--- config.mk ---
export PLATFORM = sky130hd
export DESIGN_NAME = nmea_gll_time_extractor
export DESIGN_NICKNAME = d
export VERILOG_FILES = /design/src/gll_pkg.sv /design/src/gll_parse.sv /design/src/gll_rbuf.sv /design/src/nmea_gll_time_extractor.sv
export SDC_FILE = /design/constraint.sdc
export NUM_CORES = 1
export LEC_CHECK = 0
export BUFFER_PORTS_ARGS = -buffer_cell sky130_fd_sc_hd__buf_2
export CORE_ASPECT_RATIO = 0.75
export CORE_MARGIN = 2
export CORE_UTILIZATION = 61
export DETAILED_ROUTE_END_ITERATION = 10
export HOLD_SLACK_MARGIN = 0.12
export PLACE_DENSITY = 0.83
export REMOVE_ABC_BUFFERS = 1
export SETUP_SLACK_MARGIN = 0.3
export SLEW_MARGIN = 10
export SYNTH_ARGS = -nofsm -noshare
export SYNTH_HDL_FRONTEND = slang
export SYNTH_SLANG_ARGS = --single-unit
--- constraint.sdc ---
create_clock -name clk -period 5.45 [get_ports clk]
set_clock_uncertainty 0.2 [all_clocks]
set_input_delay 1.09 -clock clk [delete_from_list [all_inputs] [get_ports clk]]
set_output_delay 1.09 -clock clk [all_outputs]
set_load 0.01 [all_outputs]
--- src/gll_pkg.sv ---
// ----------------------------------------------------------------------------
// GPGLL time extractor package
// Shared types and constants for the sentence parser and result buffer.
// ----------------------------------------------------------------------------
package gll_pkg;

	localparam logic [7:0]  POS_SAT    = 8'd255;
	localparam logic [7:0]  HDR_LEN    = 8'd5;
	localparam logic [7:0]  CHAR_COMMA = 8'h2C;
	localparam logic [7:0]  CHAR_ZERO  = 8'h30;
	localparam logic [7:0]  CHAR_NINE  = 8'h39;
	localparam logic [2:0]  TIME_FIELD_COMMA = 3'd5;
	localparam logic [2:0]  TIME_CHARS = 3'd6;
	localparam int unsigned STORED_DIGITS = 5;

	localparam logic [1:0] STATUS_EMPTY = 2'd0;
	localparam logic [1:0] STATUS_HALF  = 2'd1;
	localparam logic [1:0] STATUS_FULL  = 2'd2;

	typedef enum logic [1:0] {
		PH_IDLE = 2'd0,
		PH_SCAN = 2'd1,
		PH_TIME = 2'd2
	} phase_t;

	typedef struct packed {
		logic [1:0] sync_status;
		logic       digits_valid;
		logic [6:0] hours;
		logic [6:0] minutes;
		logic [6:0] seconds;
	} result_t;

	// Expected header character "GPGLL" at header position 0..4.
	function automatic logic [7:0] hdr_char(input logic [2:0] idx);
		logic [7:0] ch;
		case (idx)
			3'd0:    ch = 8'h47;
			3'd1:    ch = 8'h50;
			3'd2:    ch = 8'h47;
			3'd3:    ch = 8'h4C;
			3'd4:    ch = 8'h4C;
			default: ch = 8'h00;
		endcase
		return ch;
	endfunction

	function automatic logic [7:0] times10(input logic [3:0] d);
		logic [7:0] w;
		w = {4'b0000, d};
		return 8'((w << 3) + (w << 1));
	endfunction

endpackage

--- src/gll_parse.sv ---
// ----------------------------------------------------------------------------
// GPGLL sentence parser
// Header check, comma counting, time field capture and held time update.
// ----------------------------------------------------------------------------
module gll_parse #(
	parameter int MAX_POSITION       = 255,
	parameter int FULL_SYNC_POSITION = 20
) (
	input  logic                  clk,
	input  logic                  arst_n,
	input  logic                  item_valid,
	input  logic [7:0]            char_byte,
	input  logic                  sentence_start,
	input  logic signed [4:0]     tz_offset,
	output logic                  res_valid,
	output gll_pkg::result_t      res
);

	gll_pkg::phase_t phase_q, phase_d, phase_e;
	logic [7:0] pos_q, pos_d, pos_e, pos_inc;
	logic [2:0] comma_q, comma_d, comma_e, comma_inc;
	logic [2:0] dcnt_q, dcnt_d, dcnt_e, dcnt_inc;
	logic [1:0] pend_q, pend_d, pend_e;
	logic       flag_q, flag_d, flag_e;
	logic [6:0] hh_q, mm_q, ss_q, hh_d, mm_d, ss_d;
	logic [3:0] digit_q [gll_pkg::STORED_DIGITS];
	logic       store_en;
	logic       is_digit, all_ok;
	logic [6:0] h_raw;
	logic signed [7:0] h_sum, h_wrap;

	assign is_digit = (char_byte >= gll_pkg::CHAR_ZERO) && (char_byte <= gll_pkg::CHAR_NINE);

	// Hour arithmetic from the stored hour digits plus the timezone offset.
	assign h_raw  = 7'(gll_pkg::times10(digit_q[0]) + {4'b0000, digit_q[1]});
	assign h_sum  = $signed({1'b0, h_raw}) + $signed({{3{tz_offset[4]}}, tz_offset});
	always_comb begin
		if (h_sum > 8'sd23) begin
			h_wrap = h_sum - 8'sd24;
		end else if (h_sum < 8'sd0) begin
			h_wrap = h_sum + 8'sd24;
		end else begin
			h_wrap = h_sum;
		end
	end

	always_comb begin
		// A sentence start restarts the parse with this character at position 0.
		phase_e = sentence_start ? gll_pkg::PH_SCAN : phase_q;
		pos_e   = sentence_start ? 8'd0 : pos_q;
		comma_e = sentence_start ? 3'd0 : comma_q;
		dcnt_e  = sentence_start ? 3'd0 : dcnt_q;
		pend_e  = sentence_start ? gll_pkg::STATUS_EMPTY : pend_q;
		flag_e  = sentence_start ? 1'b1 : flag_q;

		pos_inc   = (pos_e < gll_pkg::POS_SAT) ? pos_e + 8'd1 : pos_e;
		comma_inc = comma_e + 3'd1;
		dcnt_inc  = dcnt_e + 3'd1;
		all_ok    = flag_e & is_digit;

		phase_d   = phase_e;
		pos_d     = pos_e;
		comma_d   = comma_e;
		dcnt_d    = dcnt_e;
		pend_d    = pend_e;
		flag_d    = flag_e;
		hh_d      = hh_q;
		mm_d      = mm_q;
		ss_d      = ss_q;
		store_en  = 1'b0;
		res_valid = 1'b0;
		res       = '{sync_status: gll_pkg::STATUS_EMPTY, digits_valid: 1'b0,
		              hours: hh_q, minutes: mm_q, seconds: ss_q};

		case (phase_e)
			gll_pkg::PH_SCAN: begin
				pos_d = pos_inc;
				if (pos_e < gll_pkg::HDR_LEN) begin
					if (char_byte != gll_pkg::hdr_char(pos_e[2:0])) begin
						phase_d = gll_pkg::PH_IDLE;
					end
				end else if (pos_e >= 8'(MAX_POSITION)) begin
					phase_d = gll_pkg::PH_IDLE;
				end else if (char_byte == gll_pkg::CHAR_COMMA) begin
					comma_d = comma_inc;
					if (comma_inc == gll_pkg::TIME_FIELD_COMMA) begin
						pend_d  = (pos_e > 8'(FULL_SYNC_POSITION)) ?
						          gll_pkg::STATUS_FULL : gll_pkg::STATUS_HALF;
						dcnt_d  = 3'd0;
						flag_d  = 1'b1;
						phase_d = gll_pkg::PH_TIME;
					end
				end
			end
			gll_pkg::PH_TIME: begin
				pos_d = pos_inc;
				if (dcnt_e == 3'd0 && char_byte == gll_pkg::CHAR_COMMA) begin
					phase_d   = gll_pkg::PH_IDLE;
					res_valid = 1'b1;
				end else begin
					flag_d   = all_ok;
					store_en = 1'b1;
					dcnt_d   = dcnt_inc;
					if (dcnt_inc == gll_pkg::TIME_CHARS) begin
						phase_d          = gll_pkg::PH_IDLE;
						dcnt_d           = 3'd0;
						res_valid        = 1'b1;
						res.sync_status  = pend_e;
						res.digits_valid = all_ok;
						if (all_ok) begin
							hh_d = h_wrap[6:0];
							mm_d = 7'(gll_pkg::times10(digit_q[2]) + {4'b0000, digit_q[3]});
							ss_d = 7'(gll_pkg::times10(digit_q[4]) + {4'b0000, char_byte[3:0]});
							res.hours   = hh_d;
							res.minutes = mm_d;
							res.seconds = ss_d;
						end
					end
				end
			end
			default: begin
			end
		endcase

		if (!item_valid) begin
			res_valid = 1'b0;
		end
	end

	always_ff @(posedge clk or negedge arst_n) begin
		if (!arst_n) begin
			phase_q <= gll_pkg::PH_IDLE;
			pos_q   <= 8'd0;
			comma_q <= 3'd0;
			dcnt_q  <= 3'd0;
			pend_q  <= gll_pkg::STATUS_EMPTY;
			flag_q  <= 1'b1;
			hh_q    <= 7'd0;
			mm_q    <= 7'd0;
			ss_q    <= 7'd0;
		end else if (item_valid) begin
			phase_q <= phase_d;
			pos_q   <= pos_d;
			comma_q <= comma_d;
			dcnt_q  <= dcnt_d;
			pend_q  <= pend_d;
			flag_q  <= flag_d;
			hh_q    <= hh_d;
			mm_q    <= mm_d;
			ss_q    <= ss_d;
		end
	end

	// Digit store has no reset; the last time character is used directly.
	always_ff @(posedge clk) begin
		for (int k = 0; k < gll_pkg::STORED_DIGITS; k++) begin
			if (item_valid && store_en && dcnt_e == 3'(k)) begin
				digit_q[k] <= char_byte[3:0];
			end
		end
	end

endmodule

--- src/gll_rbuf.sv ---
// ----------------------------------------------------------------------------
// GPGLL result buffer
// Two-entry result queue that drives the output channel.
// ----------------------------------------------------------------------------
module gll_rbuf (
	input  logic              clk,
	input  logic              arst_n,
	input  logic              push,
	input  gll_pkg::result_t  push_data,
	output logic              out_valid,
	input  logic              out_ready,
	output gll_pkg::result_t  head,
	output logic [1:0]        count
);

	gll_pkg::result_t head_q, tail_q;
	logic [1:0] cnt_q;
	logic       pop;

	assign pop       = out_valid & out_ready;
	assign out_valid = (cnt_q != 2'd0);
	assign head      = head_q;
	assign count     = cnt_q;

	always_ff @(posedge clk or negedge arst_n) begin
		if (!arst_n) begin
			cnt_q <= 2'd0;
		end else begin
			cnt_q <= 2'(cnt_q + {1'b0, push} - {1'b0, pop});
		end
	end

	always_ff @(posedge clk) begin
		if ((cnt_q == 2'd0 || (cnt_q == 2'd1 && pop)) && push) begin
			head_q <= push_data;
		end else if (pop && cnt_q == 2'd2) begin
			head_q <= tail_q;
		end
		if (push && ((cnt_q == 2'd1 && !pop) || (cnt_q == 2'd2 && pop))) begin
			tail_q <= push_data;
		end
	end

endmodule

--- src/nmea_gll_time_extractor.sv ---
// ----------------------------------------------------------------------------
// NMEA GPGLL time extractor
// Parses GPGLL sentence characters and reports the UTC time field, shifted
// by a programmable timezone offset.
// ----------------------------------------------------------------------------
//  Channel  Handshake             Payload
//  input    in_valid / in_ready   char_byte, sentence_start
//  output   out_valid / out_ready sync_status, digits_valid, hours, minutes, seconds
//  config   cfg_we                cfg_wdata (timezone offset, signed hours)
//
// One character is taken per cycle while in_ready is high. A character is
// registered, parsed in the next cycle, and its result is then pushed into a
// two-entry result buffer. in_ready drops only when the buffer together with
// the character being parsed would exceed two entries.
// Reset clears the parser to idle, the held time to zero and the offset to 0.
// ----------------------------------------------------------------------------
module nmea_gll_time_extractor #(
	parameter int MAX_POSITION       = 255,
	parameter int FULL_SYNC_POSITION = 20
) (
	input  logic       clk,
	input  logic       arst_n,
	input  logic       in_valid,
	output logic       in_ready,
	input  logic [7:0] char_byte,
	input  logic       sentence_start,
	output logic       out_valid,
	input  logic       out_ready,
	output logic [1:0] sync_status,
	output logic       digits_valid,
	output logic [6:0] hours,
	output logic [6:0] minutes,
	output logic [6:0] seconds,
	input  logic       cfg_we,
	input  logic [4:0] cfg_wdata
);

	logic signed [4:0] tz_q;
	logic              valid_s1;
	logic [7:0]        char_s1;
	logic              start_s1;
	logic              res_valid;
	gll_pkg::result_t  res, head;
	logic [1:0]        count;
	logic [1:0]        occ;
	logic              pop;

	assign pop      = out_valid & out_ready;
	assign occ      = 2'(count + {1'b0, valid_s1});
	assign in_ready = (occ < 2'd2) || (occ == 2'd2 && pop);

	always_ff @(posedge clk or negedge arst_n) begin
		if (!arst_n) begin
			tz_q     <= 5'sd0;
			valid_s1 <= 1'b0;
		end else begin
			if (cfg_we) begin
				tz_q <= $signed(cfg_wdata);
			end
			valid_s1 <= in_valid & in_ready;
		end
	end

	always_ff @(posedge clk) begin
		if (in_valid && in_ready) begin
			char_s1  <= char_byte;
			start_s1 <= sentence_start;
		end
	end

	gll_parse #(
		.MAX_POSITION       (MAX_POSITION),
		.FULL_SYNC_POSITION (FULL_SYNC_POSITION)
	) u_parse (
		.clk            (clk),
		.arst_n         (arst_n),
		.item_valid     (valid_s1),
		.char_byte      (char_s1),
		.sentence_start (start_s1),
		.tz_offset      (tz_q),
		.res_valid      (res_valid),
		.res            (res)
	);

	gll_rbuf u_rbuf (
		.clk       (clk),
		.arst_n    (arst_n),
		.push      (res_valid),
		.push_data (res),
		.out_valid (out_valid),
		.out_ready (out_ready),
		.head      (head),
		.count     (count)
	);

	assign sync_status  = head.sync_status;
	assign digits_valid = head.digits_valid;
	assign hours        = head.hours;
	assign minutes      = head.minutes;
	assign seconds      = head.seconds;

	// The buffer plus the character in flight never exceed two results.
	a_no_overflow: assert property (@(posedge clk) disable iff (!arst_n)
		(32'(count) + 32'(valid_s1)) <= 32'd2)
		else $error("result buffer overflow");

	a_accept_to_s1: assert property (@(posedge clk) disable iff (!arst_n)
		(in_valid && in_ready) |=> valid_s1)
		else $error("accepted character not registered");

	a_digits_need_time: assert property (@(posedge clk) disable iff (!arst_n)
		(out_valid && digits_valid) |-> (sync_status != gll_pkg::STATUS_EMPTY))
		else $error("valid digits reported with an empty time field");

	a_status_code: assert property (@(posedge clk) disable iff (!arst_n)
		out_valid |-> (sync_status != 2'd3))
		else $error("undefined sync status");

endmodule
After elaboration in Yosys (flattened, before gate mapping)
Memory sizes are Yosys's and may differ from the RTL's.
Cells that the tools add are included.
Cells by class
  mux-type cells: 78
  reduce and logical (&&, ||, !) cells: 32
  magnitude comparators: 9
  eq/ne operators: 17
  add/sub/neg operators: 15
  bitwise gates (word level): 4
Operators with widths (count)
  24-bit 2-to-1 mux: 5
  3-bit 2-to-1 mux: 16
  8-bit 2-to-1 mux: 5
  2-bit 2-to-1 mux: 15
  1-bit 2-to-1 mux: 26
  7-bit by 4-bit adder with 7-bit output: 3
  7-bit by 5-bit adder with 7-bit output: 3
  21-bit 2-to-1 mux: 1
  7-bit one-hot mux with 3 select lines: 1
  4-bit 2-to-1 mux: 4
  4-bit OR reduction: 4
  1-bit logical AND: 15
  7-bit 2-to-1 mux: 2
  3-bit by 2-bit equality test with 1-bit output, second input constant: 4
  3-bit equality test, second input constant: 4
  8-bit by 1-bit adder with 8-bit output, second input constant: 1
  8-bit by 5-bit adder with 8-bit output: 1
  8-bit by 6-bit equality test with 1-bit output, second input constant: 1
  8-bit by 6-bit >= comparator with 1-bit output, second input constant: 1
  8-bit >= comparator, second input constant: 1
  8-bit by 5-bit > comparator with 1-bit output, second input constant: 1
  8-bit by 6-bit > comparator with 1-bit output, second input constant: 1
  8-bit by 6-bit less-or-equal comparator with 1-bit output, second input constant: 1
  8-bit by 1-bit < comparator with 1-bit output, second input constant: 1
  24 further kinds: 38
Word-level totals
  output and inout bits: 26
  memory bits (writable): 20
  memories: 1
  input bits: 19
  flip-flop bits (word level): 105
  word-level logic and storage cells: 180
Memory list
  u_parse.digit_q: depth 5, width 4, rd ports 5, clocked after memory_dff 0, write ports 1, RTL line gll_parse.sv:26  | logic [3:0] digit_q [gll_pkg::STORED_DIGITS];

Depth between registers and ports, before layout
  depth in word-level cells: 14
  mapped depth: 15
  depth with buffers taken out: 15

By module
A second synthesis with hierarchy kept.
Unflattened totals
  cell total of the unflattened synthesis: 528
  area, all modules: 6961.7 µm²
Modules (own cells, without submodules)
  gll_parse: cells an instance 413, times used 1, seq. area each 1602.8 µm², area each 4475.5 µm²
  gll_rbuf: cells an instance 90, times used 1, seq. area each 1491.4 µm², area each 1969.4 µm²
  nmea_gll_time_extractor: cells an instance 25, times used 1, seq. area each 420.4 µm², area each 516.7 µm²

Worst setup path before layout
OpenSTA, ideal clock, no wires.
  path type: reg-to-reg
  from: reg start_s1
  to: reg u_rbuf.head_q (netlist bit u_rbuf.head[0]) (enable)
  path buffers: 2
  setup time: 438 ps
  period minus slack after synthesis: 4506 ps
  required time: 4812 ps
  path slack: 944 ps
  data arrival time: 3868 ps
  stages on the path, launching flop included: 13
  cell sequence: edfxtp_1 clkbuf_1 inv_1 clkbuf_1 nand2_1 inv_1 ha_1 ha_1 nor2b_1 nor2_1 nor3_1 a21oi_1 o21ai_0
On the way
  longest elaborated chain between the ends: 9
  elaborated cells between the ends (all ways): 13
  classes of those cells: add/sub (1); eq/ne (2); mux (6); reduce/logical (4)
Ends and longest elaborated chain
  start, declared: RTL line nmea_gll_time_extractor.sv:41  | logic start_s1;
  start signal, assigned: RTL line nmea_gll_time_extractor.sv:67  | start_s1 <= sentence_start;
  3-bit 2-to-1 mux: RTL line gll_parse.sv:52  | dcnt_e = sentence_start ? 3'd0 : dcnt_q;
  3-bit by 1-bit adder with 3-bit output: RTL line gll_parse.sv:58  | dcnt_inc = dcnt_e + 3'd1;
  3-bit equality test: RTL line gll_parse.sv:104  | if (dcnt_inc == gll_pkg::TIME_CHARS) begin
  1-bit 2-to-1 mux: RTL line gll_parse.sv:104
  1-bit 2-to-1 mux: RTL line gll_parse.sv:97  | if (dcnt_e == 3'd0 && char_byte == gll_pkg::CHAR_COMMA) begin
  1-bit 2-to-1 mux (*): RTL line gll_parse.sv:75  | case (phase_e)
  1-bit 2-to-1 mux (*): RTL line gll_parse.sv:125  | if (!item_valid) begin
  1-bit logical AND (*): RTL line gll_rbuf.sv:34  | if ((cnt_q == 2'd0 || (cnt_q == 2'd1 && pop)) && push) begin
  2-bit nonzero test (no source line) (*)
  end signal, assigned: RTL line gll_rbuf.sv:35  | head_q <= push_data;
  end signal, assigned: RTL line gll_rbuf.sv:37  | head_q <= tail_q;
  end, declared: RTL line gll_rbuf.sv:16  | gll_pkg::result_t head_q, tail_q;
Mark *: on every way between the ends. The rest lies on a longest branch, timed or not.
A chain may end at the register's enable or synchronous reset.

==> results.cfg <==
[yosys]
synth_most_common_cell = edfxtp_1
synth-edff-count = 77
yosys.area.top_type_share_pct = 34.3
syn_area_per_cell_um2 = 11.6
synth_top_area_cell = edfxtp_1
synth_flop_cell = edfxtp_1
syn_inst = 582
yosys-top-cells-area = edfxtp_1 34%, dfrtp_1 17%, ha_1 8.7%
ys_ff_latch = 125
netlist_area_um2 = 6750
synth_common_cells = 77 x edfxtp_1, 76 x nand2_1, 47 x dfrtp_1, 47 x ha_1, 38 x mux2_2
async_reset_ff_share_pct = 38.4
yosysWarnings = 0
ys_seq_area_share_pct = 52.1
synth_cell_types = 66

[sta]
fmax_ghz = 0.225
fin_crit_ns = 4.45
worst_pin_slew_ns = 0.662
setup-tns-final_ns = 0
rsz0062_at_grt = no
setup_viol = 0
hold_violations = 0
period_share_pct = 81.7
hold-worst-slack_ns = 0.287
layout_setup_ws_ns = 1.00
relSlewSlack_pct = 55.8
maxSlewViolCount = 0

[cells_and_area]
area_growth_pct = 14.1
fin_nets = 707
layout-drive-gt1-share_pct = 22.0
diodes = 0
postLayoutCellArea_um2 = 7690

[routing]
viasPerCell = 6.03
drt_first_pass_iters = 5
finalWirelength_um = 13900
via_count = 4737
ant_nets = 0
drc_errors = 0
wire_per_inst_um = 17.7
drt-initial-drc-count = 377

[pwr]
power_switching_share_pct = 31.1
combPwrFrac_pct = 21.1
power_mw = 2.89
power.switching_mw = 0.898
leakage_nw = 3.45
ir_drop_mv = 0.457
p_int_mw = 1.99
seq_power_share_pct = 42.3
p_per_area_nw_per_um2 = 375
power_frac_clock_pct = 36.6

[clock_network]
ctsResizeCount = 0
insertion_delay_ns = 0.42
cts_max_level = 4
cts_hold_buf = 0
clock_sinks = 125
postCtsSetupRepairBufs = 0
cts_buffers = 17
clk_pin_slew_ns = 0.06
root_buffer = clkbuf_16
clk_path_buf_depth = 2
cts_tree = done

[die]
fp-row-count = 33
dieWidth_um = 125
io_pins = 45
initial_utilization_pct = 62.1
die_y_um = 95.1
die-area_um2 = 11900
core_area_um2 = 10900

[global_routing]
grt_pass1_wl_um = 22900
grt.total_usage_pct = 24.8
grt_pass1_vias = 4636
gr-total-overflow = 0
antenna_found_initial = 0
grt_max_degree = 49

[hold_path]
hold_path_class = flop to flop

[worst_setup_path]
cp.required_ns = 5.42
arrival_ns = 4.42
crit_slowest_cell = fa_1
crit_path_max_fanout = 9
worstSetupStartpointType = flop
critPathCaptureType = flop
criticalPathCategory = flop to flop
crit_chain = inv_1 > fa_1 > inv_1 > fa_1 > a21o_1 > a21oi_1 > xnor2_1 > ha_1 > nor3b_1 > a221oi_1 > o311ai_2 > o31ai_1 > a22oi_2 > mux2_4 > mux2_1
slowest_delay_ns = 0.52

[place]
dpl_worst_slack_ns = 0.995
dpl_cell_area_um2 = 7140
hpwlAfterDp_um = 9350
portBuffers = 44
gp_congestion = 0.883

[flow_run]
cap_violations = 0

[outcome]
status = finished clean
==> stage by stage <==
stage | instances | utilization (%)
finish | 786 | 70.9
global route | 786 | 70.9
CTS | 786 | 70.9
detailed placement | 755 | 65.7
global placement | 755 | 65.7
floorplan | 562 | -
==> critical path, delay by kind of cell (launching register included) <==
kind                     cells  cell delay, ns
AO/OA/AOI/OAI                6            1.32
adder cells (fa/ha/maj)      3            1.31
multiplexers                 2            0.55
flip-flops                   1            0.36
AND/OR/NAND/NOR              1            0.18
buffers and inverters        2            0.15
XOR/XNOR                     1            0.14
==> cell usage in the layout (no fill, tap or decap), drive strengths merged, types with 14 or more instances in the layout <==
cell / instances
inv: 35
mux2: 41
o21ai: 30
buf: 53
nand2: 76
clkbuf: 18
dfrtp: 47
edfxtp: 77
ha: 47
a21oi: 32
xnor2: 14
nor2: 27
==> sequential cells by signal, summed over array words and instances (netlist names) <==
register,cells
u_rbuf.head,24
u_rbuf.tail_q,24
u_parse.digit_q,20
char_s1,8
u_parse.pos_q,8
u_parse.hh_q,7
u_parse.mm_q,7
u_parse.ss_q,7
tz_q,5
u_parse.comma_q,3
u_parse.dcnt_q,3
u_parse.pend_q,2
u_parse.phase_q,2
u_rbuf.count,2
start_s1,1
u_parse.flag_q,1
valid_s1,1
==> power by group through the flow <==
stage,combinational [mW],sequential [mW],clock [mW]
2_1_floorplan,0.379,1.24,0
3_3_place_gp,0.570,1.23,0
3_5_place_dp,0.600,1.23,0
4_1_cts,0.606,1.22,1.07
5_1_grt,0.680,1.23,1.11
6_report,0.610,1.22,1.06
==> kinds of logic (layout without fill, tap and decap cells) <==
logic type / after synthesis / in the layout / synth area share, %
simple gates: 165 / 165 / 11.6
flops: 125 / 125 / 52.1
compound gates: 116 / 116 / 11.6
fa+ha+maj: 54 / 54 / 10.8
buf+inv: 53 / 117 / 3.02
mux: 48 / 48 / 7.94
xor+xnor: 21 / 21 / 2.95
==> layout make-up <==
cell class | instances | area, um2
sequential | 125 | 3510
fill | 747 | 3160
multi-input combinational | 404 | 3040
clock buffer | 18 | 439
timing repair buffer | 53 | 288
tap | 140 | 175
inverter | 33 | 124
clock inverter | 13 | 118
==> final timing paths <==
path	from	endpoint	slack (ns)	cells past startpoint
max	u_parse.digit_q[0][0]$_DFFE_PP_	u_rbuf.head[18]$_DFFE_PP_	1.0	15
min	u_parse.hh_q[5]$_DFFE_PN0P_	u_parse.hh_q[5]$_DFFE_PN0P_	0.29	2
max reg2reg	u_parse.digit_q[0][0]$_DFFE_PP_	u_rbuf.head[18]$_DFFE_PP_	1.0	15
min reg2reg	u_parse.hh_q[5]$_DFFE_PN0P_	u_parse.hh_q[5]$_DFFE_PN0P_	0.29	2
max in group asynchronous	arst_n	tz_q[0]$_DFFE_PN0P_	4.02	2
min in group asynchronous	arst_n	u_parse.ss_q[5]$_DFFE_PN0P_	0.57	2
==> routing by layer <==
layer  routed length [um]  GRT usage, %  vias up
met5                    0             0        -
met4                  130          6.57        0
met3                  885          7.30       15
met2                 6600          40.3      178
met1                 6270          33.2     2317
li1                     -             -     2227
(Power assumes the default switching activity.)
